## config.mk

```make
export PLATFORM = sky130hd
export DESIGN_NAME = running_mean_std_dev_core
export DESIGN_NICKNAME = d
export VERILOG_FILES = /design/src/rtl/core/rmsd_pkg.sv /design/src/rtl/core/running_mean_std_dev_core.sv /design/src/rtl/core/rmsd_seq.sv /design/src/rtl/core/rmsd_dp.sv
export SDC_FILE = /design/constraint.sdc
export NUM_CORES = 2
export LEC_CHECK = 0
export ABC_AREA = 0
export BUFFER_PORTS_ARGS = -buffer_cell sky130_fd_sc_hd__clkbuf_2
export CAP_MARGIN = 15
export CORE_MARGIN = 4
export CORE_UTILIZATION = 67
export DETAILED_ROUTE_END_ITERATION = 6
export PLACE_DENSITY = 0.84
export SYNTH_ARGS = -nofsm -noshare
export SYNTH_HDL_FRONTEND = slang
export SYNTH_HIERARCHICAL = 1
export SYNTH_SLANG_ARGS = --single-unit
```

## constraint.sdc

```tcl
create_clock -name clk_i -period 9.3 [get_ports clk_i]
set_input_delay 0.465 -clock clk_i [delete_from_list [all_inputs] [get_ports clk_i]]
set_output_delay 0.465 -clock clk_i [all_outputs]
set_load 0.05 [all_outputs]
```

## src/rtl/core/rmsd_pkg.sv

```systemverilog
`timescale 1ns / 1ps

package rmsd_pkg;

  localparam int SAMPLE_BITS = 32;
  localparam int COUNT_BITS  = 32;

  localparam int DATA_W      = 32;
  localparam int STD_W       = 31;
  localparam int VAR_W       = 64;
  localparam int ALU_W       = 35;
  localparam int EXT_SHIFT   = DATA_W - SAMPLE_BITS;

  localparam int DIV1_STEPS  = DATA_W + 1;
  localparam int DIV2_STEPS  = VAR_W;
  localparam int SQRT_STEPS  = VAR_W / 2;
  localparam int ITER_W      = $clog2(DIV2_STEPS);

  localparam int IN_TDATA_W  = 32;
  localparam int OUT_TDATA_W = 64;

  localparam logic [STD_W-1:0] STD_MAX = {STD_W{1'b1}};
  localparam logic [COUNT_BITS-1:0] COUNT_MAX = {COUNT_BITS{1'b1}};

  typedef enum logic {
    CMD_ACC   = 1'b0,
    CMD_CLEAR = 1'b1
  } cmd_e;

  typedef enum logic [3:0] {
    S_IDLE,
    S_DIV1,
    S_MEAN,
    S_DNEW,
    S_MUL,
    S_VSUB,
    S_DIV2,
    S_VUPD,
    S_SQRT,
    S_DONE
  } state_e;

  typedef struct packed {
    logic start;
    logic clear;
    logic div_step;
    logic sqrt_step;
    logic mean_upd;
    logic dnew;
    logic mul;
    logic vsub;
    logic vupd;
    logic load_out;
  } ctl_t;

endpackage

```

## src/rtl/core/running_mean_std_dev_core.sv

```systemverilog
`timescale 1ns / 1ps
// Channel   Dir  Beat fields (tdata / tuser, low bit first)
// s_axis    in   tdata: sample[31:0]      tuser: cmd (0 accumulate, 1 clear)
// m_axis    out  tdata: mean[31:0], std_dev[62:32], zero pad [63]
//
// A sample passes from its accept to the earliest next accept through 33
// divide steps for the mean, 64 for the variance and 32 square-root steps, all
// through one shared compare-subtract unit, plus setup and one 32x32 multiply.
// A clear produces no beat. Reset zeroes count, mean and variance. A finished
// result waits in the output register; the core holds the next result until
// that beat is taken.

module running_mean_std_dev_core (
  input  logic                               clk_i,
  input  logic                               rst_ni,
  input  logic                               s_axis_tvalid,
  output logic                               s_axis_tready,
  input  logic [rmsd_pkg::IN_TDATA_W-1:0]    s_axis_tdata,  // sample
  input  logic                               s_axis_tuser,  // cmd
  output logic                               m_axis_tvalid,
  input  logic                               m_axis_tready,
  output logic [rmsd_pkg::OUT_TDATA_W-1:0]   m_axis_tdata   // mean, std_dev, pad
);
  import rmsd_pkg::*;

  ctl_t               ctl;
  logic [DATA_W-1:0]  mean;
  logic [STD_W-1:0]   std_dev;

  rmsd_seq u_seq (
    .clk_i       (clk_i),
    .rst_ni      (rst_ni),
    .in_valid_i  (s_axis_tvalid),
    .in_cmd_i    (s_axis_tuser),
    .in_ready_o  (s_axis_tready),
    .out_ready_i (m_axis_tready),
    .out_valid_o (m_axis_tvalid),
    .ctl_o       (ctl)
  );

  rmsd_dp u_dp (
    .clk_i     (clk_i),
    .rst_ni    (rst_ni),
    .ctl_i     (ctl),
    .sample_i  (s_axis_tdata[DATA_W-1:0]),
    .mean_o    (mean),
    .std_dev_o (std_dev)
  );

  assign m_axis_tdata = OUT_TDATA_W'({std_dev, mean});

endmodule

```

## src/rtl/core/rmsd_seq.sv

```systemverilog
`timescale 1ns / 1ps

module rmsd_seq (
  input  logic          clk_i,
  input  logic          rst_ni,
  input  logic          in_valid_i,
  input  logic          in_cmd_i,
  output logic          in_ready_o,
  input  logic          out_ready_i,
  output logic          out_valid_o,
  output rmsd_pkg::ctl_t ctl_o
);
  import rmsd_pkg::*;

  state_e              state_q, state_d;
  logic [ITER_W-1:0]   iter_q, iter_d;
  logic                out_valid_q, out_valid_d;

  always_ff @(posedge clk_i or negedge rst_ni) begin
    if (!rst_ni) begin
      state_q     <= S_IDLE;
      iter_q      <= '0;
      out_valid_q <= 1'b0;
    end else begin
      state_q     <= state_d;
      iter_q      <= iter_d;
      out_valid_q <= out_valid_d;
    end
  end

  // next state and step counter
  always_comb begin
    state_d = state_q;
    iter_d  = iter_q;
    unique case (state_q)
      S_IDLE: begin
        if (in_valid_i && (in_cmd_i == CMD_ACC)) begin
          state_d = S_DIV1;
          iter_d  = ITER_W'(DIV1_STEPS - 1);
        end
      end
      S_DIV1: begin
        iter_d = iter_q - 1'b1;
        if (iter_q == '0) state_d = S_MEAN;
      end
      S_MEAN: state_d = S_DNEW;
      S_DNEW: state_d = S_MUL;
      S_MUL:  state_d = S_VSUB;
      S_VSUB: begin
        state_d = S_DIV2;
        iter_d  = ITER_W'(DIV2_STEPS - 1);
      end
      S_DIV2: begin
        iter_d = iter_q - 1'b1;
        if (iter_q == '0) state_d = S_VUPD;
      end
      S_VUPD: begin
        state_d = S_SQRT;
        iter_d  = ITER_W'(SQRT_STEPS - 1);
      end
      S_SQRT: begin
        iter_d = iter_q - 1'b1;
        if (iter_q == '0) state_d = S_DONE;
      end
      S_DONE: begin
        if (!out_valid_q || out_ready_i) state_d = S_IDLE;
      end
      default: state_d = S_IDLE;
    endcase
  end

  // control outputs
  always_comb begin
    ctl_o      = '0;
    in_ready_o = 1'b0;
    unique case (state_q)
      S_IDLE: begin
        in_ready_o  = 1'b1;
        ctl_o.start = in_valid_i && (in_cmd_i == CMD_ACC);
        ctl_o.clear = in_valid_i && (in_cmd_i == CMD_CLEAR);
      end
      S_DIV1:  ctl_o.div_step  = 1'b1;
      S_MEAN:  ctl_o.mean_upd  = 1'b1;
      S_DNEW:  ctl_o.dnew      = 1'b1;
      S_MUL:   ctl_o.mul       = 1'b1;
      S_VSUB:  ctl_o.vsub      = 1'b1;
      S_DIV2:  ctl_o.div_step  = 1'b1;
      S_VUPD:  ctl_o.vupd      = 1'b1;
      S_SQRT:  ctl_o.sqrt_step = 1'b1;
      S_DONE:  ctl_o.load_out  = !out_valid_q || out_ready_i;
      default: ctl_o = '0;
    endcase
  end

  always_comb begin
    if (ctl_o.load_out) begin
      out_valid_d = 1'b1;
    end else if (out_ready_i) begin
      out_valid_d = 1'b0;
    end else begin
      out_valid_d = out_valid_q;
    end
  end

  assign out_valid_o = out_valid_q;

  a_div1_bound: assert property (@(posedge clk_i) disable iff (!rst_ni)
    (state_q == S_DIV1) |-> (iter_q <= ITER_W'(DIV1_STEPS - 1)))
    else $error("divide step count out of range");

  a_load_free: assert property (@(posedge clk_i) disable iff (!rst_ni)
    ctl_o.load_out |-> (!out_valid_q || out_ready_i))
    else $error("result overwritten before taken");

  a_clear_idle: assert property (@(posedge clk_i) disable iff (!rst_ni)
    (in_valid_i && in_ready_o && (in_cmd_i == CMD_CLEAR)) |=> (state_q == S_IDLE))
    else $error("clear left idle");

  a_start_div: assert property (@(posedge clk_i) disable iff (!rst_ni)
    (in_valid_i && in_ready_o && (in_cmd_i == CMD_ACC)) |=> (state_q == S_DIV1))
    else $error("sample did not start divide");

endmodule

```

## src/rtl/core/rmsd_dp.sv

```systemverilog
`timescale 1ns / 1ps

module rmsd_dp (
  input  logic                          clk_i,
  input  logic                          rst_ni,
  input  rmsd_pkg::ctl_t                ctl_i,
  input  logic [rmsd_pkg::DATA_W-1:0]   sample_i,
  output logic [rmsd_pkg::DATA_W-1:0]   mean_o,
  output logic [rmsd_pkg::STD_W-1:0]    std_dev_o
);
  import rmsd_pkg::*;

  // model state
  logic [COUNT_BITS-1:0] count_q, count_d;
  logic [DATA_W-1:0]     mean_q, mean_d;
  logic [VAR_W-1:0]      var_q, var_d;

  // work registers
  logic [DATA_W-1:0]     x_q, x_d;
  logic [DATA_W-1:0]     dmag_q, dmag_d;
  logic [DATA_W-1:0]     bmag_q, bmag_d;
  logic [VAR_W-1:0]      p_q, p_d;
  logic [VAR_W-1:0]      acc_q, acc_d;
  logic [ALU_W-1:0]      rem_q, rem_d;
  logic [DATA_W-1:0]     root_q, root_d;
  logic                  neg_q, neg_d;
  logic [DATA_W-1:0]     mean_out_q, mean_out_d;
  logic [STD_W-1:0]      std_out_q, std_out_d;

  // shared compare-subtract unit
  logic [ALU_W-1:0]      alu_a, alu_b;
  logic [ALU_W:0]        alu_diff;
  logic                  alu_ge;

  logic [DATA_W-1:0]     x_ext;
  logic [DATA_W:0]       dold, dold_mag, dnew, dnew_mag;
  logic [DATA_W:0]       quo;
  logic [DATA_W+1:0]     mean_sum;
  logic                  p_ge;
  logic [VAR_W-1:0]      var_new;

  always_comb begin
    if (ctl_i.sqrt_step) begin
      alu_a = {rem_q[ALU_W-3:0], acc_q[VAR_W-1:VAR_W-2]};
      alu_b = ALU_W'({root_q, 2'b01});
    end else begin
      alu_a = {rem_q[ALU_W-2:0], acc_q[VAR_W-1]};
      alu_b = ALU_W'(count_q);
    end
    alu_diff = {1'b0, alu_a} - {1'b0, alu_b};
    alu_ge   = !alu_diff[ALU_W];
  end

  assign x_ext    = DATA_W'($signed(sample_i << EXT_SHIFT) >>> EXT_SHIFT);
  assign dold     = {x_ext[DATA_W-1], x_ext} - {mean_q[DATA_W-1], mean_q};
  assign dold_mag = dold[DATA_W] ? (~dold + 1'b1) : dold;
  assign dnew     = {x_q[DATA_W-1], x_q} - {mean_q[DATA_W-1], mean_q};
  assign dnew_mag = dnew[DATA_W] ? (~dnew + 1'b1) : dnew;
  assign quo      = acc_q[DATA_W:0];
  assign mean_sum = {{2{mean_q[DATA_W-1]}}, mean_q}
                  + (neg_q ? (~{1'b0, quo} + 1'b1) : {1'b0, quo});
  assign p_ge     = p_q >= var_q;
  assign var_new  = neg_q ? (var_q - acc_q) : (var_q + acc_q);

  always_comb begin
    count_d    = count_q;
    mean_d     = mean_q;
    var_d      = var_q;
    x_d        = x_q;
    dmag_d     = dmag_q;
    bmag_d     = bmag_q;
    p_d        = p_q;
    acc_d      = acc_q;
    rem_d      = rem_q;
    root_d     = root_q;
    neg_d      = neg_q;
    mean_out_d = mean_out_q;
    std_out_d  = std_out_q;

    if (ctl_i.clear) begin
      count_d = '0;
      mean_d  = '0;
      var_d   = '0;
    end
    if (ctl_i.start) begin
      x_d     = x_ext;
      count_d = (count_q == COUNT_MAX) ? count_q : count_q + 1'b1;
      neg_d   = dold[DATA_W];
      dmag_d  = dold_mag[DATA_W-1:0];
      acc_d   = {dold_mag, {(VAR_W - DATA_W - 1){1'b0}}};
      rem_d   = '0;
    end
    if (ctl_i.div_step) begin
      rem_d = alu_ge ? alu_diff[ALU_W-1:0] : alu_a;
      acc_d = {acc_q[VAR_W-2:0], alu_ge};
    end
    if (ctl_i.mean_upd) begin
      mean_d = mean_sum[DATA_W-1:0];
    end
    if (ctl_i.dnew) begin
      bmag_d = dnew_mag[DATA_W-1:0];
    end
    if (ctl_i.mul) begin
      p_d = VAR_W'(dmag_q) * VAR_W'(bmag_q);
    end
    if (ctl_i.vsub) begin
      acc_d = p_ge ? (p_q - var_q) : (var_q - p_q);
      neg_d = !p_ge;
      rem_d = '0;
    end
    if (ctl_i.vupd) begin
      var_d  = var_new;
      acc_d  = var_new;
      rem_d  = '0;
      root_d = '0;
    end
    if (ctl_i.sqrt_step) begin
      rem_d  = alu_ge ? alu_diff[ALU_W-1:0] : alu_a;
      acc_d  = {acc_q[VAR_W-3:0], 2'b00};
      root_d = {root_q[DATA_W-2:0], alu_ge};
    end
    if (ctl_i.load_out) begin
      mean_out_d = mean_q;
      std_out_d  = root_q[DATA_W-1] ? STD_MAX : root_q[STD_W-1:0];
    end
  end

  always_ff @(posedge clk_i or negedge rst_ni) begin
    if (!rst_ni) begin
      count_q <= '0;
      mean_q  <= '0;
      var_q   <= '0;
    end else begin
      count_q <= count_d;
      mean_q  <= mean_d;
      var_q   <= var_d;
    end
  end

  always_ff @(posedge clk_i) begin
    x_q        <= x_d;
    dmag_q     <= dmag_d;
    bmag_q     <= bmag_d;
    p_q        <= p_d;
    acc_q      <= acc_d;
    rem_q      <= rem_d;
    root_q     <= root_d;
    neg_q      <= neg_d;
    mean_out_q <= mean_out_d;
    std_out_q  <= std_out_d;
  end

  assign mean_o    = mean_out_q;
  assign std_dev_o = std_out_q;

endmodule

```

# ---- Word-level counts from Yosys, hierarchy flattened
# Cells that the tools add are included.
dict set report classes {
  add_sub_neg 13
  n_mul 1
  order_cmp 1
  n_eq_ne 16
  mux 48
  bitwise_logic 4
  reduce_logical 22
}
# cell count
set op_table {}
lappend op_table {{2-to-1 mux 64 bit} 9}
lappend op_table {{2-to-1 mux 32 bit} 8}
lappend op_table {{2-to-1 mux 34 bit} 7}
lappend op_table {{subtractor 64 bit} 3}
lappend op_table {{adder 32 x 1 -> 32 bit, second input constant} 3}
lappend op_table {{subtractor 32 x 32 -> 33 bit} 2}
lappend op_table {{adder 64 bit} 1}
lappend op_table {{greater-or-equal comparator 64 bit} 1}
lappend op_table {{multiplier 32 x 32 -> 64 bit} 1}
lappend op_table {{inverter 32 bit} 2}
lappend op_table {{case mux 4 bit (10 select lines)} 1}
lappend op_table {{subtractor 35 x 34 -> 36 bit} 1}
lappend op_table {{2-to-1 mux 35 bit} 1}
lappend op_table {{adder 33 x 1 -> 33 bit, second input constant} 1}
lappend op_table {{2-to-1 mux 33 bit} 1}
lappend op_table {{inverter 33 bit} 1}
lappend op_table {{adder 32 bit} 1}
lappend op_table {{equality test 32 bit, second input constant} 1}
lappend op_table {{case mux 6 bit (4 select lines)} 1}
lappend op_table {{2-to-1 mux 4 bit} 5}
lappend op_table {{equality test 4 x 3 -> 1 bit, second input constant} 4}
lappend op_table {{2-to-1 mux 1 bit} 13}
lappend op_table {{nonzero test 2 bit} 6}
lappend op_table {{!= test 2 x 1 -> 1 bit, second input constant} 5}
lappend op_table {{other kinds (19)} 26}
dict set report totals {
  regBits 493
  in_bits 37
  out_inout_bits 66
}

# ---- Longest topological paths before layout
dict set report logic_depth {
  ltp_word 9
  mapped_depth 30
  ltp_nobuf 29
}

# ---- Modules after synthesis
# The synthesis kept the hierarchy.
# mod n_inst cells_each area_per_inst_um2 seq_area_each_um2
set by_module_without_submodules {}
lappend by_module_without_submodules {rmsd_dp 1 8331 73454.2 13813.2}
lappend by_module_without_submodules {rmsd_seq 1 82 795.8 275.3}
lappend by_module_without_submodules {running_mean_std_dev_core 1 2 11.3 0.0}

# ---- Worst setup path before layout
# No wires, ideal clock.
dict set report synth_timing {
  path_type {reg-to-reg}
  startpoint {register u_dp.dmag_q[26]}
  endpoint {register u_dp.p_q[58] (data pin)}
  arrival_time_ps 7485
  required_ps 9037
  slack_ps 1552
  stages_incl_launch_ff 28
  n_path_buf 1
  synth_period_minus_slack_ps 7748
  path_cell_list {edfxtp_1 clkbuf_1 and2_1 fa_1 fa_1 inv_1 fa_1 fa_1 inv_1 fa_1 fa_1 fa_1 inv_1 fa_1 inv_1 ha_1 a21o_1 a21o_1 a221o_1 a21oi_1 o21ai_0 a22oi_1 o2111ai_1 o21ai_0 a31oi_1 a31o_2 a311oi_1 xnor2_1}
}
dict set report synth_between {
  elab_chain_cells 1
}
# item line_no
set synth_lines {}
lappend synth_lines {{from (decl)} rmsd_dp.sv:20} ;# logic [DATA_W-1:0] dmag_q, dmag_d;
lappend synth_lines {{from (signal assigned)} rmsd_dp.sv:142} ;# dmag_q <= dmag_d;
lappend synth_lines {{multiplier 32 x 32 -> 64 bit} rmsd_dp.sv:104} ;# p_d = VAR_W'(dmag_q) * VAR_W'(bmag_q);
lappend synth_lines {{to (signal assigned)} rmsd_dp.sv:144} ;# p_q <= p_d;
lappend synth_lines {{to (decl)} rmsd_dp.sv:22} ;# logic [VAR_W-1:0] p_q, p_d;
# Every way passes these cells.
# A chain may end at the register's enable or synchronous reset.

# ---- Worst setup path in the final report
dict set report layout_timing {
  startpoint {register u_dp.dmag_q[4]}
  endpoint {register u_dp.p_q[58] (data pin)}
}
# Same word-level chain as after synthesis.

==> run_summary.xml <==
<?xml version="1.0" encoding="UTF-8"?>
<metrics>
  <group name="outcome">
    <metric name="run_status" unit="">finished with violations</metric>
    <metric name="violations_in_the_final_reports" unit="">DRC</metric>
  </group>
  <group name="critical_path">
    <metric name="required" unit="ps">9710</metric>
    <metric name="crit_slowest_cell" unit="">edfxtp_1</metric>
    <metric name="critical_path.startpoint" unit="">u_dp/dmag_q[4]$_DFFE_PP_</metric>
    <metric name="critical_path.most_common_cell" unit="">fa_1</metric>
    <metric name="critical_r2r_launch" unit="">u_dp/dmag_q[4]$_DFFE_PP_</metric>
    <metric name="setup.worst_path.end_class" unit="">register</metric>
    <metric name="cp_max_fo" unit="">14</metric>
    <metric name="worst-setup-path-type" unit="">register to register</metric>
    <metric name="timing.critical_path.max_delay_family" unit="">adder cells</metric>
    <metric name="arrival" unit="ps">9450</metric>
    <metric name="cp_num_buf_inv" unit="">7</metric>
    <metric name="worst_path_largest_cell_delay" unit="ps">950</metric>
    <metric name="timing.critical_path.from_type" unit="">register</metric>
  </group>
  <group name="final_layout">
    <metric name="final_layout_size_suffix_gt1_share" unit="%">6.14</metric>
    <metric name="num-nets-final" unit="">9823</metric>
    <metric name="syn2layout_area_growth" unit="%">5.60</metric>
    <metric name="post-route-util" unit="%">71.6</metric>
    <metric name="post_layout_nonfiller_instances" unit="">9824</metric>
  </group>
  <group name="detailed_routing">
    <metric name="routed_via_density" unit="">6.40</metric>
    <metric name="pre_antenna_drt_iters" unit="">7</metric>
    <metric name="ant_nets" unit="">0</metric>
    <metric name="via_count" unit="">62900</metric>
    <metric name="drt-initial-drc-count" unit="">7050</metric>
    <metric name="detail_route.drc_violations" unit="">2</metric>
    <metric name="routed_wirelength" unit="um">233000</metric>
    <metric name="routed_wire_length_per_instance" unit="um">23.8</metric>
  </group>
  <group name="cts">
    <metric name="clock_tree_from_tritoncts" unit="">yes</metric>
    <metric name="htreeDepth" unit="">2</metric>
    <metric name="cts_max_path_buffers" unit="">3</metric>
    <metric name="clock_insertion_delay_worst_skew" unit="ps">690</metric>
    <metric name="cts.reportedPaths.clkPinSlew" unit="ps">60</metric>
    <metric name="numCtsBuffers" unit="">55</metric>
    <metric name="numClockSinks" unit="">493</metric>
    <metric name="clk_root_buffer_cell" unit="">clkbuf_16</metric>
  </group>
  <group name="timing">
    <metric name="rsz0062_at_grt" unit="">no</metric>
    <metric name="final.setup.tns" unit="ps">0</metric>
    <metric name="max_freq" unit="MHz">111</metric>
    <metric name="final.hold.worst_slack" unit="ps">22.2</metric>
    <metric name="timing.max_slew.rel_slack" unit="%">18.7</metric>
    <metric name="period_share" unit="%">97.2</metric>
    <metric name="tightestPinTransition" unit="ps">1210</metric>
    <metric name="post-route-min-period" unit="ps">9040</metric>
    <metric name="final_setup_viols" unit="">0</metric>
    <metric name="timing_max_transition_violations_final" unit="">0</metric>
    <metric name="finClkSkew" unit="ps">80.5</metric>
    <metric name="finalHoldViolCount" unit="">0</metric>
  </group>
  <group name="logic_synthesis">
    <metric name="synth_largest_area_cell" unit="">fa_1</metric>
    <metric name="async_reset_ff_share" unit="%">28.2</metric>
    <metric name="synthTopCellsByCount" unit="">inv_1, nand2_1, fa_1</metric>
    <metric name="synth.cell_area" unit="um^2">74300</metric>
    <metric name="synth_most_common_cell" unit="">inv_1</metric>
    <metric name="ys.flop_type" unit="">edfxtp_1</metric>
    <metric name="syn_nets" unit="">9943</metric>
    <metric name="synth_xor_xnor_area_share" unit="%">5.42</metric>
    <metric name="seq_cells_post_synth" unit="">493</metric>
    <metric name="synth_edf_count" unit="">352</metric>
    <metric name="synth_warnings" unit="">6</metric>
    <metric name="muxShareOfSynthArea" unit="%">1.11</metric>
    <metric name="synth-compound-area-share" unit="%">14.9</metric>
    <metric name="cell_types_with_the_largest_area_share_after_synthesis" unit="">fa_1, edfxtp_1, ha_1, inv_1, and2_1</metric>
    <metric name="post_synth.cell_area_avg" unit="um^2">8.82</metric>
    <metric name="post_synth_and_or_nand_nor_area_fraction" unit="%">17.3</metric>
    <metric name="postSynthCellCount" unit="">8415</metric>
    <metric name="count_of_cell_types_in_the_netlist" unit="">106</metric>
    <metric name="synth.yosys.seq_area_share" unit="%">19.0</metric>
    <metric name="synth_area_in_adders" unit="%">34.2</metric>
    <metric name="synth_top_family_by_area" unit="">adder cells</metric>
    <metric name="post-synth-top-area-fraction" unit="%">24.3</metric>
  </group>
  <group name="power_and_ir_drop">
    <metric name="power_leakage" unit="nW">35.6</metric>
    <metric name="ir_drop" unit="V">0.000227</metric>
    <metric name="power.density" unit="nW/um^2">64.6</metric>
  </group>
  <group name="grt">
    <metric name="globalRouteTotalUtil" unit="%">39.8</metric>
    <metric name="gr-total-overflow" unit="">0</metric>
    <metric name="grt_first_pass_wirelength" unit="um">361000</metric>
    <metric name="grt_antenna_before_repair" unit="">15</metric>
    <metric name="grt_pass1_vias" unit="">63500</metric>
    <metric name="grt_max_degree" unit="">147</metric>
  </group>
  <group name="die">
    <metric name="num_rows" unit="">121</metric>
    <metric name="fp.dieW" unit="um">341</metric>
    <metric name="core_ar" unit="um^2">109000</metric>
    <metric name="design.die.area" unit="um^2">116000</metric>
    <metric name="floorplan.initialDensity" unit="%">67.8</metric>
    <metric name="ios" unit="">103</metric>
    <metric name="die_h" unit="um">341</metric>
  </group>
  <group name="run">
    <metric name="maximum_capacitance_violations" unit="">0</metric>
  </group>
  <group name="place">
    <metric name="place.gp.congestion" unit="">1.03</metric>
    <metric name="detailed_place_hpwl" unit="um">186000</metric>
    <metric name="dpl.cell_count" unit="">9678</metric>
    <metric name="buffer_ports.inserted" unit="">101</metric>
  </group>
  <group name="min_path">
    <metric name="hp-class" unit="">input port to register</metric>
    <metric name="holdCritStartpoint" unit="">s_axis_tdata[31]</metric>
  </group>
</metrics>
## cells in the final DEF (no fill, tap or decap), types with 194 or more instances in the layout
cell type / Yosys / final
inv_1: 1140 / 1138
and2_1: 645 / 645
ha_1: 588 / 588
a21o_1: 195 / 194
o21ai_0: 328 / 328
nand2_1: 944 / 943
edfxtp_1: 352 / 352
fa_1: 903 / 903
a21oi_1: 562 / 561
xnor2_1: 314 / 314
nor2_1: 353 / 345
## layout make-up
class                      instances  area (um^2)
tap                             1476         1850
antenna                            6         15.0
clock inverter                    43          594
timing repair buffer             271         1920
clock buffer                      61         1410
inverter                        1143         4290
sequential                       493        14100
multi-input combinational       6331        54300
fill                            8129        31000
## state kept, by name (all words and copies together), names as in the netlist
| register | flops |
|---|---|
| u_dp/bmag_q | 32 |
| u_dp/neg_q | 1 |
| u_seq/out_valid_o | 1 |
| u_dp/var_q | 64 |
| u_dp/rem_q | 34 |
| u_seq/iter_q | 6 |
| u_dp/mean_q | 32 |
| u_dp/count_q | 32 |
| u_dp/x_q | 32 |
| u_dp/root_q | 32 |
| u_dp/std_dev_o | 31 |
| u_dp/acc_q | 64 |
| u_dp/mean_o | 32 |
| u_dp/dmag_q | 32 |
| u_dp/p_q | 64 |
| u_seq/state_q | 4 |
## what timing repair did
action,CTS,global route
setup endpoints to repair,0,3
gates resized for setup,0,0
endpoints found under the hold margin,55,0
setup buffers,0,14
hold buffers,20,0
## metal layers
layer	share of wire, %	vias up	global-route usage [%]
met4	5.4	4	17.9
met2	44	3680	61.8
met5	0.012	-	0
met3	12	632	9.14
met1	39	30900	53.8
li1	-	27700	-
## cells by family (layout without fill, tap and decap cells)
family / count (synthesis) / after routing
buf+inv: 1591 / 1518
xor+xnor: 459 / 459
simple gates: 2580 / 2580
other cells: 1 / 7
compound gates: 1724 / 1724
flops: 493 / 493
fa+ha+maj: 1491 / 1491
mux: 76 / 76
## path summary, 6_finish.rpt
path                                                end  slack [ps]  depth (start not counted)
setup reg to reg                 u_dp/p_q[58]$_DFFE_PP_         260                         28
hold / removal                   u_dp/x_q[31]$_DFFE_PP_          20                          1
hold reg to reg                u_dp/mean_o[6]$_DFFE_PP_         500                          0
max in group asynchronous    u_dp/var_q[53]$_DFFE_PN0P_        7160                          4
setup / recovery                 u_dp/p_q[58]$_DFFE_PP_         260                         28
min in group asynchronous  u_dp/count_q[20]$_DFFE_PN0P_         250                          2
## per-stage QoR
stage                     total power, mW  instance area (um^2)  setup WS (ps)
after floorplan                      2.51                 74300           1550
after global placement               2.63                 76000            498
after detailed placement             2.63                 76000            421
after CTS                            5.08                 78200            403
after global routing                 5.19                 78400           16.8
final                                5.07                 78400            256
## power breakdown
part | switching (mW) | total [mW] | internal, mW | leakage [nW]
registers | 0.0000000000000000199 | 2.34 | 2.34 | 4.78
clock network | 1.02 | 2.46 | 1.43 | 0.971
logic | 0.198 | 0.271 | 0.0727 | 29.8
Power figures use the tool's default switching activity.
